## config.mk

```make
export PLATFORM = sky130hd
export DESIGN_NAME = ultrasonic_echo_ranger_flat
export DESIGN_NICKNAME = d
export VERILOG_FILES = /design/src/hw/rtl/uer_pkg.sv /design/src/hw/rtl/uer_if.sv /design/src/hw/rtl/ultrasonic_echo_ranger.sv /design/src/hw/rtl/uer_cfg.sv /design/src/hw/rtl/uer_ctrl.sv /design/src/hw/rtl/uer_latch.sv /design/src/flat_wrapper.sv
export SDC_FILE = /design/constraint.sdc
export NUM_CORES = 1
export LEC_CHECK = 0
export BUFFER_PORTS_ARGS = -buffer_cell sky130_fd_sc_hd__buf_2
export CAP_MARGIN = 30
export CORE_MARGIN = 2
export CORE_UTILIZATION = 57
export DETAILED_ROUTE_END_ITERATION = 12
export PLACE_DENSITY_LB_ADDON = 0.05
export SLEW_MARGIN = 5
export SYNTH_ARGS = -nofsm -noshare
export SYNTH_HDL_FRONTEND = slang
export SYNTH_SLANG_ARGS = --single-unit
```

## constraint.sdc

```tcl
create_clock -name clk -period 5.7 [get_ports clk]
set_input_delay 1.71 -clock clk [delete_from_list [all_inputs] [get_ports clk]]
set_output_delay 1.71 -clock clk [all_outputs]
set_load 0.01 [all_outputs]
```

## src/hw/rtl/uer_pkg.sv

```systemverilog
// Shared types, register map and phase codes for the echo ranger.
`timescale 1ns / 1ps

package uer_pkg;

    localparam int EDGES_FOR_ECHO = 3;
    localparam int ADDR_W         = 5;

    // register indexes (byte address = 4 * index)
    localparam logic [2:0] REG_HALF_PERIOD = 3'd0;
    localparam logic [2:0] REG_EDGE_MIN    = 3'd1;
    localparam logic [2:0] REG_EDGE_MAX    = 3'd2;
    localparam logic [2:0] REG_OVERFLOW    = 3'd3;
    localparam logic [2:0] REG_RINGDOWN    = 3'd4;
    localparam logic [2:0] REG_TIMEOUT     = 3'd5;

    // measurement phases
    localparam logic [2:0] PH_IDLE      = 3'd0;
    localparam logic [2:0] PH_PULSING   = 3'd1;
    localparam logic [2:0] PH_IGNORING  = 3'd2;
    localparam logic [2:0] PH_WAITING   = 3'd3;
    localparam logic [2:0] PH_RECEIVING = 3'd4;

    typedef struct packed {
        logic [15:0] half_period_ticks;
        logic [7:0]  edge_min_ticks;
        logic [7:0]  edge_max_ticks;
        logic [15:0] overflow_ticks;
        logic [15:0] quiet_periods;
        logic [15:0] limit_periods;
    } cfg_t;

    localparam cfg_t CFG_RESET = '{
        half_period_ticks: 16'd100,
        edge_min_ticks:    8'd50,
        edge_max_ticks:    8'd150,
        overflow_ticks:    16'd256,
        quiet_periods:     16'd4,
        limit_periods:     16'd64
    };

    // per-tick outcome handed from the tick stage to the latch stage
    typedef struct packed {
        logic        drive_level;
        logic        busy_res;
        logic        echo_found;
        logic        timed_out;
        logic [15:0] period_count;
        logic [15:0] tick_in_period;
    } mid_t;

endpackage

```

## src/hw/rtl/uer_if.sv

```systemverilog
// Tick and result channel interfaces.
`timescale 1ns / 1ps

interface uer_tick_if;
    logic       valid;
    logic       ready;
    logic       start_req;
    logic [7:0] pulse_count;
    logic       echo_edge;

    modport source (output valid, start_req, pulse_count, echo_edge, input ready);
    modport sink   (input valid, start_req, pulse_count, echo_edge, output ready);
endinterface

interface uer_res_if;
    logic        valid;
    logic        ready;
    logic        drive_level;
    logic        busy_res;
    logic        echo_found;
    logic [31:0] echo_time;
    logic        timed_out;

    modport source (output valid, drive_level, busy_res, echo_found, echo_time, timed_out,
                    input ready);
    modport sink   (input valid, drive_level, busy_res, echo_found, echo_time, timed_out,
                    output ready);
endinterface

```

## src/hw/rtl/ultrasonic_echo_ranger.sv

```systemverilog
// Ultrasonic echo ranger top level: tick channel in, result channel out, APB config.
// A tick's result is registered in the tick state stage, then in the result stage.
// Throughput: one tick transfer per cycle while results are taken; set by the state loop.
// Three registered stages (input, tick state, result); each moves when the next has room.
// Reset (rst_n low, async): phase idle, counters and pin cleared, echo time zero,
//   configuration back to defaults, pipeline empty. No clearing pass is needed.
`timescale 1ns / 1ps

module ultrasonic_echo_ranger #(
    parameter int EDGES_FOR_ECHO = uer_pkg::EDGES_FOR_ECHO
) (
    input  logic                       clk,
    input  logic                       rst_n,
    // configuration port
    input  logic                       psel,
    input  logic                       penable,
    input  logic                       pwrite,
    input  logic [uer_pkg::ADDR_W-1:0] paddr,
    input  logic [31:0]                pwdata,
    output logic [31:0]                prdata,
    output logic                       pready,
    // channels
    uer_tick_if.sink                   ticks,
    uer_res_if.source                  results
);

    uer_pkg::cfg_t cfg;
    uer_pkg::mid_t mid;

    // stage valids
    logic in_v_reg;
    logic mid_v_reg;
    logic out_v_reg;

    // input register payload
    logic       start_reg;
    logic [7:0] count_reg;
    logic       edge_reg;

    // advance strobes: each stage moves when its downstream slot frees up
    logic move_out;
    logic move_mid;
    logic take_in;

    assign move_out    = mid_v_reg && (!out_v_reg || results.ready);
    assign move_mid    = in_v_reg && (!mid_v_reg || move_out);
    assign ticks.ready = !in_v_reg || move_mid;
    assign take_in     = ticks.valid && ticks.ready;

    uer_cfg u_cfg (
        .clk     (clk),
        .rst_n   (rst_n),
        .psel    (psel),
        .penable (penable),
        .pwrite  (pwrite),
        .paddr   (paddr),
        .pwdata  (pwdata),
        .prdata  (prdata),
        .pready  (pready),
        .cfg     (cfg)
    );

    always_ff @(posedge clk or negedge rst_n)
    begin
        if (!rst_n)
        begin
            in_v_reg  <= 1'b0;
            mid_v_reg <= 1'b0;
            out_v_reg <= 1'b0;
        end
        else
        begin
            if (ticks.ready)
            begin
                in_v_reg <= ticks.valid;
            end
            if (!mid_v_reg || move_out)
            begin
                mid_v_reg <= in_v_reg;
            end
            if (!out_v_reg || results.ready)
            begin
                out_v_reg <= mid_v_reg;
            end
        end
    end

    // tick payload capture; no reset, guarded by in_v_reg
    always_ff @(posedge clk)
    begin
        if (take_in)
        begin
            start_reg <= ticks.start_req;
            count_reg <= ticks.pulse_count;
            edge_reg  <= ticks.echo_edge;
        end
    end

    // all phase/timer/edge state advances once per tick transfer
    uer_ctrl #(
        .EDGES_FOR_ECHO (EDGES_FOR_ECHO)
    ) u_ctrl (
        .clk         (clk),
        .rst_n       (rst_n),
        .step        (move_mid),
        .start_req   (start_reg),
        .pulse_count (count_reg),
        .echo_edge   (edge_reg),
        .cfg         (cfg),
        .mid         (mid)
    );

    // multiply for the echo time sits here, off the state loop
    uer_latch u_latch (
        .clk            (clk),
        .rst_n          (rst_n),
        .load           (move_out),
        .mid            (mid),
        .overflow_ticks (cfg.overflow_ticks),
        .drive_level    (results.drive_level),
        .busy_res       (results.busy_res),
        .echo_found     (results.echo_found),
        .echo_time      (results.echo_time),
        .timed_out      (results.timed_out)
    );

    assign results.valid = out_v_reg;

endmodule

```

## src/hw/rtl/uer_cfg.sv

```systemverilog
// APB register file holding the ranger configuration.
`timescale 1ns / 1ps

module uer_cfg (
    input  logic                       clk,
    input  logic                       rst_n,
    input  logic                       psel,
    input  logic                       penable,
    input  logic                       pwrite,
    input  logic [uer_pkg::ADDR_W-1:0] paddr,
    input  logic [31:0]                pwdata,
    output logic [31:0]                prdata,
    output logic                       pready,
    output uer_pkg::cfg_t              cfg
);

    uer_pkg::cfg_t cfg_reg;
    uer_pkg::cfg_t cfg_next;
    logic [2:0]    idx;
    logic          wr_en;

    assign idx    = paddr[uer_pkg::ADDR_W-1:2];
    assign wr_en  = psel && penable && pwrite;
    assign pready = 1'b1;
    assign cfg    = cfg_reg;

    always_comb
    begin
        cfg_next = cfg_reg;
        if (wr_en)
        begin
            unique case (idx)
                uer_pkg::REG_HALF_PERIOD: cfg_next.half_period_ticks = pwdata[15:0];
                uer_pkg::REG_EDGE_MIN:    cfg_next.edge_min_ticks    = pwdata[7:0];
                uer_pkg::REG_EDGE_MAX:    cfg_next.edge_max_ticks    = pwdata[7:0];
                uer_pkg::REG_OVERFLOW:    cfg_next.overflow_ticks    = pwdata[15:0];
                uer_pkg::REG_RINGDOWN:    cfg_next.quiet_periods     = pwdata[15:0];
                uer_pkg::REG_TIMEOUT:     cfg_next.limit_periods     = pwdata[15:0];
                default:                  cfg_next = cfg_reg;
            endcase
        end
    end

    always_comb
    begin
        unique case (idx)
            uer_pkg::REG_HALF_PERIOD: prdata = {16'd0, cfg_reg.half_period_ticks};
            uer_pkg::REG_EDGE_MIN:    prdata = {24'd0, cfg_reg.edge_min_ticks};
            uer_pkg::REG_EDGE_MAX:    prdata = {24'd0, cfg_reg.edge_max_ticks};
            uer_pkg::REG_OVERFLOW:    prdata = {16'd0, cfg_reg.overflow_ticks};
            uer_pkg::REG_RINGDOWN:    prdata = {16'd0, cfg_reg.quiet_periods};
            uer_pkg::REG_TIMEOUT:     prdata = {16'd0, cfg_reg.limit_periods};
            default:                  prdata = 32'd0;
        endcase
    end

    always_ff @(posedge clk or negedge rst_n)
    begin
        if (!rst_n)
        begin
            cfg_reg <= uer_pkg::CFG_RESET;
        end
        else
        begin
            cfg_reg <= cfg_next;
        end
    end

endmodule

```

## src/hw/rtl/uer_ctrl.sv

```systemverilog
// Tick stage: phase machine, timers and edge qualification.
`timescale 1ns / 1ps

module uer_ctrl #(
    parameter int EDGES_FOR_ECHO = uer_pkg::EDGES_FOR_ECHO
) (
    input  logic          clk,
    input  logic          rst_n,
    input  logic          step,
    input  logic          start_req,
    input  logic [7:0]    pulse_count,
    input  logic          echo_edge,
    input  uer_pkg::cfg_t cfg,
    output uer_pkg::mid_t mid
);

    localparam logic [2:0] EDGE_GOAL = 3'(EDGES_FOR_ECHO);

    logic [2:0]    phase_reg, phase_next;
    logic [15:0]   period_reg, period_next;
    logic [15:0]   tick_reg, tick_next;
    logic [7:0]    gap_reg, gap_next;
    logic [2:0]    good_reg, good_next;
    logic          pin_reg, pin_next;
    uer_pkg::mid_t mid_reg, mid_next;

    logic [15:0] cmp;
    logic [16:0] tick_inc;
    logic        timer_ev;
    logic [15:0] pc_dec;
    logic [15:0] pc_sat;
    logic [7:0]  gap_now;
    logic [2:0]  good_inc;
    logic        found;
    logic        tout;

    assign cmp      = (phase_reg == uer_pkg::PH_PULSING) ? cfg.half_period_ticks
                                                         : cfg.overflow_ticks;
    assign tick_inc = {1'b0, tick_reg} + 17'd1;
    assign timer_ev = tick_inc >= {1'b0, cmp};
    assign pc_dec   = (period_reg != 16'd0) ? period_reg - 16'd1 : 16'd0;
    assign pc_sat   = (period_reg == 16'hFFFF) ? 16'hFFFF : period_reg + 16'd1;
    assign gap_now  = (gap_reg == 8'hFF) ? 8'hFF : gap_reg + 8'd1;
    assign good_inc = good_reg + 3'd1;

    always_comb
    begin
        phase_next  = phase_reg;
        period_next = period_reg;
        tick_next   = tick_reg;
        gap_next    = gap_reg;
        good_next   = good_reg;
        pin_next    = pin_reg;
        found       = 1'b0;
        tout        = 1'b0;

        if (phase_reg == uer_pkg::PH_IDLE)
        begin
            if (start_req)
            begin
                phase_next  = uer_pkg::PH_PULSING;
                period_next = {7'd0, pulse_count, 1'b1};
                tick_next   = 16'd0;
                gap_next    = 8'd0;
                good_next   = 3'd0;
                pin_next    = 1'b0;
            end
        end
        else
        begin
            tick_next = timer_ev ? 16'd0 : tick_inc[15:0];

            // timer event goes first
            if (timer_ev)
            begin
                if (phase_reg == uer_pkg::PH_PULSING)
                begin
                    period_next = pc_dec;
                    if (pc_dec != 16'd0)
                    begin
                        pin_next = ~pin_reg;
                    end
                    else
                    begin
                        phase_next = uer_pkg::PH_IGNORING;
                    end
                end
                else if (phase_reg == uer_pkg::PH_IGNORING)
                begin
                    if (period_reg >= cfg.quiet_periods)
                    begin
                        phase_next = uer_pkg::PH_WAITING;
                    end
                    period_next = pc_sat;
                end
                else if (period_reg >= cfg.limit_periods)
                begin
                    phase_next = uer_pkg::PH_IDLE;
                    tout       = 1'b1;
                end
                else
                begin
                    period_next = pc_sat;
                end
            end

            // then gap limit, then the edge itself
            if (phase_next != uer_pkg::PH_IDLE)
            begin
                gap_next = gap_now;
                if (phase_next == uer_pkg::PH_RECEIVING && gap_now >= cfg.edge_max_ticks)
                begin
                    phase_next = uer_pkg::PH_WAITING;
                end
                if (echo_edge)
                begin
                    gap_next = 8'd0;
                    if (phase_next == uer_pkg::PH_WAITING)
                    begin
                        good_next  = 3'd1;
                        phase_next = uer_pkg::PH_RECEIVING;
                    end
                    else if (phase_next == uer_pkg::PH_RECEIVING)
                    begin
                        if (gap_now < cfg.edge_min_ticks)
                        begin
                            phase_next = uer_pkg::PH_WAITING;
                        end
                        else
                        begin
                            good_next = good_inc;
                            if (good_inc >= EDGE_GOAL)
                            begin
                                phase_next = uer_pkg::PH_IDLE;
                                found      = 1'b1;
                            end
                        end
                    end
                end
            end
        end

        mid_next.drive_level    = pin_next;
        mid_next.busy_res       = (phase_next != uer_pkg::PH_IDLE);
        mid_next.echo_found     = found;
        mid_next.timed_out      = tout;
        mid_next.period_count   = period_next;
        mid_next.tick_in_period = tick_next;
    end

    always_ff @(posedge clk or negedge rst_n)
    begin
        if (!rst_n)
        begin
            phase_reg  <= uer_pkg::PH_IDLE;
            period_reg <= 16'd0;
            tick_reg   <= 16'd0;
            gap_reg    <= 8'd0;
            good_reg   <= 3'd0;
            pin_reg    <= 1'b0;
        end
        else if (step)
        begin
            phase_reg  <= phase_next;
            period_reg <= period_next;
            tick_reg   <= tick_next;
            gap_reg    <= gap_next;
            good_reg   <= good_next;
            pin_reg    <= pin_next;
        end
    end

    always_ff @(posedge clk)
    begin
        if (step)
        begin
            mid_reg <= mid_next;
        end
    end

    assign mid = mid_reg;

endmodule

```

## src/hw/rtl/uer_latch.sv

```systemverilog
// Result stage: echo time product and the output register.
`timescale 1ns / 1ps

module uer_latch (
    input  logic          clk,
    input  logic          rst_n,
    input  logic          load,
    input  uer_pkg::mid_t mid,
    input  logic [15:0]   overflow_ticks,
    output logic          drive_level,
    output logic          busy_res,
    output logic          echo_found,
    output logic [31:0]   echo_time,
    output logic          timed_out
);

    logic [31:0] prod;
    logic [31:0] time_calc;
    logic [31:0] echo_time_reg, echo_time_next;
    logic        drive_reg, busy_reg, found_reg, tout_reg;

    // 16x16 fits in 32 bits, plus tick stays below 2^32
    assign prod           = {16'd0, mid.period_count} * {16'd0, overflow_ticks};
    assign time_calc      = prod + {16'd0, mid.tick_in_period};
    assign echo_time_next = mid.echo_found ? time_calc : echo_time_reg;

    // last latched time is state: reset to zero
    always_ff @(posedge clk or negedge rst_n)
    begin
        if (!rst_n)
        begin
            echo_time_reg <= 32'd0;
        end
        else if (load)
        begin
            echo_time_reg <= echo_time_next;
        end
    end

    always_ff @(posedge clk)
    begin
        if (load)
        begin
            drive_reg <= mid.drive_level;
            busy_reg  <= mid.busy_res;
            found_reg <= mid.echo_found;
            tout_reg  <= mid.timed_out;
        end
    end

    assign drive_level = drive_reg;
    assign busy_res    = busy_reg;
    assign echo_found  = found_reg;
    assign echo_time   = echo_time_reg;
    assign timed_out   = tout_reg;

endmodule

```

## src/flat_wrapper.sv

```systemverilog
// flat-port wrapper written by rule: the top's interface ports become plain ports
module ultrasonic_echo_ranger_flat 
#(
    parameter int EDGES_FOR_ECHO = uer_pkg::EDGES_FOR_ECHO
)
  (clk, rst_n, psel, penable, pwrite, paddr, pwdata, prdata, pready, ticks_valid, ticks_start_req, ticks_pulse_count, ticks_echo_edge, ticks_ready, results_valid, results_drive_level, results_busy_res, results_echo_found, results_echo_time, results_timed_out, results_ready);
  uer_tick_if ticks_i ();
  uer_res_if results_i ();
  input  logic clk;
  input  logic rst_n;
  input  logic psel;
  input  logic penable;
  input  logic pwrite;
  input  logic [uer_pkg::ADDR_W-1:0] paddr;
  input  logic [31:0] pwdata;
  output logic [31:0] prdata;
  output logic pready;
  input wire logic [$bits(ticks_i.valid)-1:0] ticks_valid;
  input wire logic [$bits(ticks_i.start_req)-1:0] ticks_start_req;
  input wire logic [$bits(ticks_i.pulse_count)-1:0] ticks_pulse_count;
  input wire logic [$bits(ticks_i.echo_edge)-1:0] ticks_echo_edge;
  output wire logic [$bits(ticks_i.ready)-1:0] ticks_ready;
  output wire logic [$bits(results_i.valid)-1:0] results_valid;
  output wire logic [$bits(results_i.drive_level)-1:0] results_drive_level;
  output wire logic [$bits(results_i.busy_res)-1:0] results_busy_res;
  output wire logic [$bits(results_i.echo_found)-1:0] results_echo_found;
  output wire logic [$bits(results_i.echo_time)-1:0] results_echo_time;
  output wire logic [$bits(results_i.timed_out)-1:0] results_timed_out;
  input wire logic [$bits(results_i.ready)-1:0] results_ready;
  assign ticks_i.valid = ticks_valid;
  assign ticks_i.start_req = ticks_start_req;
  assign ticks_i.pulse_count = ticks_pulse_count;
  assign ticks_i.echo_edge = ticks_echo_edge;
  assign ticks_ready = ticks_i.ready;
  assign results_valid = results_i.valid;
  assign results_drive_level = results_i.drive_level;
  assign results_busy_res = results_i.busy_res;
  assign results_echo_found = results_i.echo_found;
  assign results_echo_time = results_i.echo_time;
  assign results_timed_out = results_i.timed_out;
  assign results_i.ready = results_ready;
  ultrasonic_echo_ranger #(.EDGES_FOR_ECHO(EDGES_FOR_ECHO)) u_core (.clk(clk), .rst_n(rst_n), .psel(psel), .penable(penable), .pwrite(pwrite), .paddr(paddr), .pwdata(pwdata), .prdata(prdata), .pready(pready), .ticks(ticks_i), .results(results_i));
endmodule
```

==> summary.txt <==
Routing
  – Via count: 16790
  – Vias per inst: 5.650
  – TritonRoute pass-1 iters: 5
  – Routed Antenna Nets: 0
  – Wire length per cell: 18.37 um
  – DRT iter0 DRCs: 1019
  – Wirelength, routed: 54.58 mm
  – DRC violations left: 0

Yosys
  – Area leader, netlist: fa_1
  – Synth Instances: 2313
  – Yosys top cell area share: 19.76%
  – Synth Area in Simple Gates: 15.71%
  – Most common cell in the netlist: inv_1
  – Yosys cell types: 86
  – Post-synthesis mux area share: 4.771%
  – Top cells by area, synth: fa_1, dfrtp_1, ha_1
  – Sequential element share of the synthesized area: 26.19%
  – Synth Area in XOR/XNOR: 2.141%
  – Cell area after synthesis: 21270 sq um
  – Post-synthesis adder-cell area fraction: 30.06%
  – Largest family of logic cells by synthesized area: adder cells
  – EDFF count, synth: 50
  – Commonest cells in the netlist: inv_1, nand2_1, fa_1
  – Synth warn: 0
  – Asr flop ratio synth: 76.42%
  – Post-synth top flop: dfrtp_1
  – Compound-Gate Fraction of Synth Area: 12.12%
  – Mean Syn Cell Area: 9.196 sq um
  – Synth Register Bits: 212

Timing
  – Relative slew margins: 36.98%
  – Unrepaired setup endpoints after global routing: yes
  – Setup tns final: -1.143 ns
  – Hold Vio Cnt, Final: 0
  – Max-slew violations: 0
  – Setup ws final: -0.1982 ns
  – Max Freq: 169.5 MHz
  – Minimum clock period: 5.898 ns
  – Final setup violation count: 12
  – Worst-margin pin slew: 0.9418 ns
  – Clock skew: 0.01637 ns
  – Fin crit share: 103.5%

Setup path
  – Critical Path RT: 6.13 ns
  – Slowest cell delay on critical path: 0.58 ns
  – R2r setup slk: -0.20 ns
  – Crit-path leading delay family: adder cells
  – Arr. time, crit path: 6.33 ns
  – Setup crit start: u_core.u_cfg.cfg[36]
  – WP buf/inv: 6
  – Slowest stage cell on the critical path: fa_1
  – Most frequent CP cell: fa_1
  – CP startpoint kind: flip-flop
  – Critical path capture point type: flip-flop
  – Worst R2R Path Depth: 23
  – WS Path Type: reg2reg
  – Worst Path Max Fanout: 7
  – Worst r2r src: u_core.u_cfg.cfg[36]
  – Crit Reg-Reg Endpoint: u_core.u_latch.echo_time[30]
  – Crit-path cells: buf_6 -> and2_4 -> fa_1 -> inv_1 -> fa_1 -> inv_1 -> fa_1 -> fa_1 -> fa_1 -> inv_1 -> fa_1 -> inv_2 -> ha_4 -> buf_6 -> a21oi_2 -> nand2b_1 -> a21oi_2 -> a21oi_2 -> o311ai_2 -> o311ai_2 -> o21ai_1 -> xnor2_1 -> o21ai_1

Placed design
  – DP Cell Count: 2895
  – DP HPWL: 43.16 mm
  – IO buf count: 89
  – Placer Congestion: 0.9505

Finish
  – Layout cell share with drive strength beyond 1: 20.33%
  – Max FFs per register: 80
  – Antenna cells: 0
  – Nets@finish: 2924
  – Final Non-Filler Cells: 2972
  – Area delta synth->final: 15.16%

Worst hold path
  – Worst Hold Path Cells: 0
  – Worst hold endpoint: u_core.u_latch.busy_res
  – Worst Hold Class: reg2reg
  – HP Start: u_core.u_ctrl.mid[34]

Run status
  – Status: complete, but fails checks
  – Violated checks: setup timing

Floorplanning
  – Top Ports: 125
  – Die Footprint: 38880 sq um
  – Initial core utilization: 57.96%
  – Die Width: 197.2 um
  – Core Rows: 70
  – Core footprint: 36700 sq um
  – Die extent in y: 197.2 um

Clock tree
  – CTS max path bufs: 3
  – CTS Sinks: 212
  – Worst-path clk slew: 0.06 ns
  – TritonCTS clock tree: yes
  – Root Driver: clkbuf_16
  – H-tree Lvls: 1
  – Clk_lat worst skew: 0.57 ns
  – Post-CTS Hold Fix Bufs: 0
  – TritonCTS Buffers: 25

Global route
  – Largest net degree at the start of global routing: 111
  – Total gr overflow: 0
  – Initial antenna violation count: 0
  – GR Util met1: 38.74%
  – Global route hottest layer: met2
  – GRT Total Usage: 28.88%
  – First-pass GRT wire length: 88.51 mm
  – Met2 Usage GRT: 48.28%
  – Vias in the first global route: 17300
  – Grt met3 use: 2.954%

Flow run
  – Max Cap Violations: 0
-- per-layer routing --
layer	vias to the layer above	wire length, um
met5	-	0
met2	458	25860
met1	8274	23830
met4	0	2449
met3	112	2444
li1	7949	-
-- kinds of logic (layout without fill, tap and decap cells) --
group | Yosys count | after routing
flops | 212 | 212
buf+inv | 483 | 659
fa+ha+maj | 385 | 385
xor+xnor | 52 | 52
mux | 92 | 92
simple gates | 684 | 684
other cells | 2 | 17
compound gates | 403 | 403
-- worst max path at each step --
stage,to,slack [ns],cells after the start
2_1_floorplan,u_core.u_latch.echo_time[28],0.001,23
3_3_place_gp,u_core.u_latch.echo_time[31],-0.45,22
3_5_place_dp,u_core.u_latch.echo_time[31],-0.50,22
4_1_cts,u_core.u_latch.echo_time[30],-0.15,22
5_1_grt,u_core.u_latch.echo_time[30],-0.38,23
6_report,u_core.u_latch.echo_time[30],-0.20,23
-- worst register-to-register path: stages, from the launching register on --
cell,delay (ns)
dfrtp_2,0.47
buf_6,0.14
and2_4,0.15
fa_1,0.53
inv_1,0.05
fa_1,0.48
inv_1,0.06
fa_1,0.58
fa_1,0.45
fa_1,0.52
inv_1,0.05
fa_1,0.51
inv_2,0.05
ha_4,0.28
buf_6,0.11
a21oi_2,0.05
nand2b_1,0.15
a21oi_2,0.17
a21oi_2,0.08
o311ai_2,0.30
o311ai_2,0.19
o21ai_1,0.18
xnor2_1,0.14
o21ai_1,0.07
-- placed cells by master, fill, tap and decap left out, types with 14 or more instances in the layout --
master       n
conb_1      17
clkbuf_16   25
and2_1     115
fa_1       202
buf_4      152
nand3_1     33
xnor2_1     24
nand2b_1    22
a22oi_1     16
nand2_1    313
o22ai_1     14
mux2i_1     35
o21a_1      15
buf_6       23
ha_1       160
inv_2       16
mux2_2      55
inv_1      333
nor3_1      28
xor2_1      28
dfrtp_1    142
a21o_1      20
a21oi_1     49
buf_2       88
edfxtp_1    50
o21ai_1     22
nor2_1      66
o21ai_0    133
-- repair_timing --
item / in CTS / in global routing
gates resized for setup: 86 / 35
buffers inserted: 23 / 9
hold endpoints to repair: 0 / 0
setup endpoints to repair: 17 / 18
pin swaps: 70 / 43
-- cell type report --
type / instances / area (sq um)
multi-input cells: 1633 / 14330
well taps: 468 / 585.6
clock buffers: 31 / 668.1
repair buffers: 264 / 1861
clock inverters: 15 / 161.4
fillers: 3024 / 12200
flip-flops and latches: 212 / 5580
inverters: 349 / 1310
-- per-stage QoR --
step / setup WS (ns) / util (%) / cell area (sq um) / hold slack [ns]
after floorplan: 0.001411 / - / 21500 / 0.4003
after global placement: -0.4514 / 62.58 / 22970 / 0.4060
after detailed placement: -0.5005 / 62.58 / 22970 / 0.4056
after CTS: -0.1489 / 66.26 / 24320 / 0.4184
after global routing: -0.3775 / 66.75 / 24490 / 0.4334
final: -0.1982 / 66.75 / 24490 / 0.4158
Power is left out: the tool's default activity adds up to more than one toggle a clock period on the data nets, which glitch-free logic cannot reach.
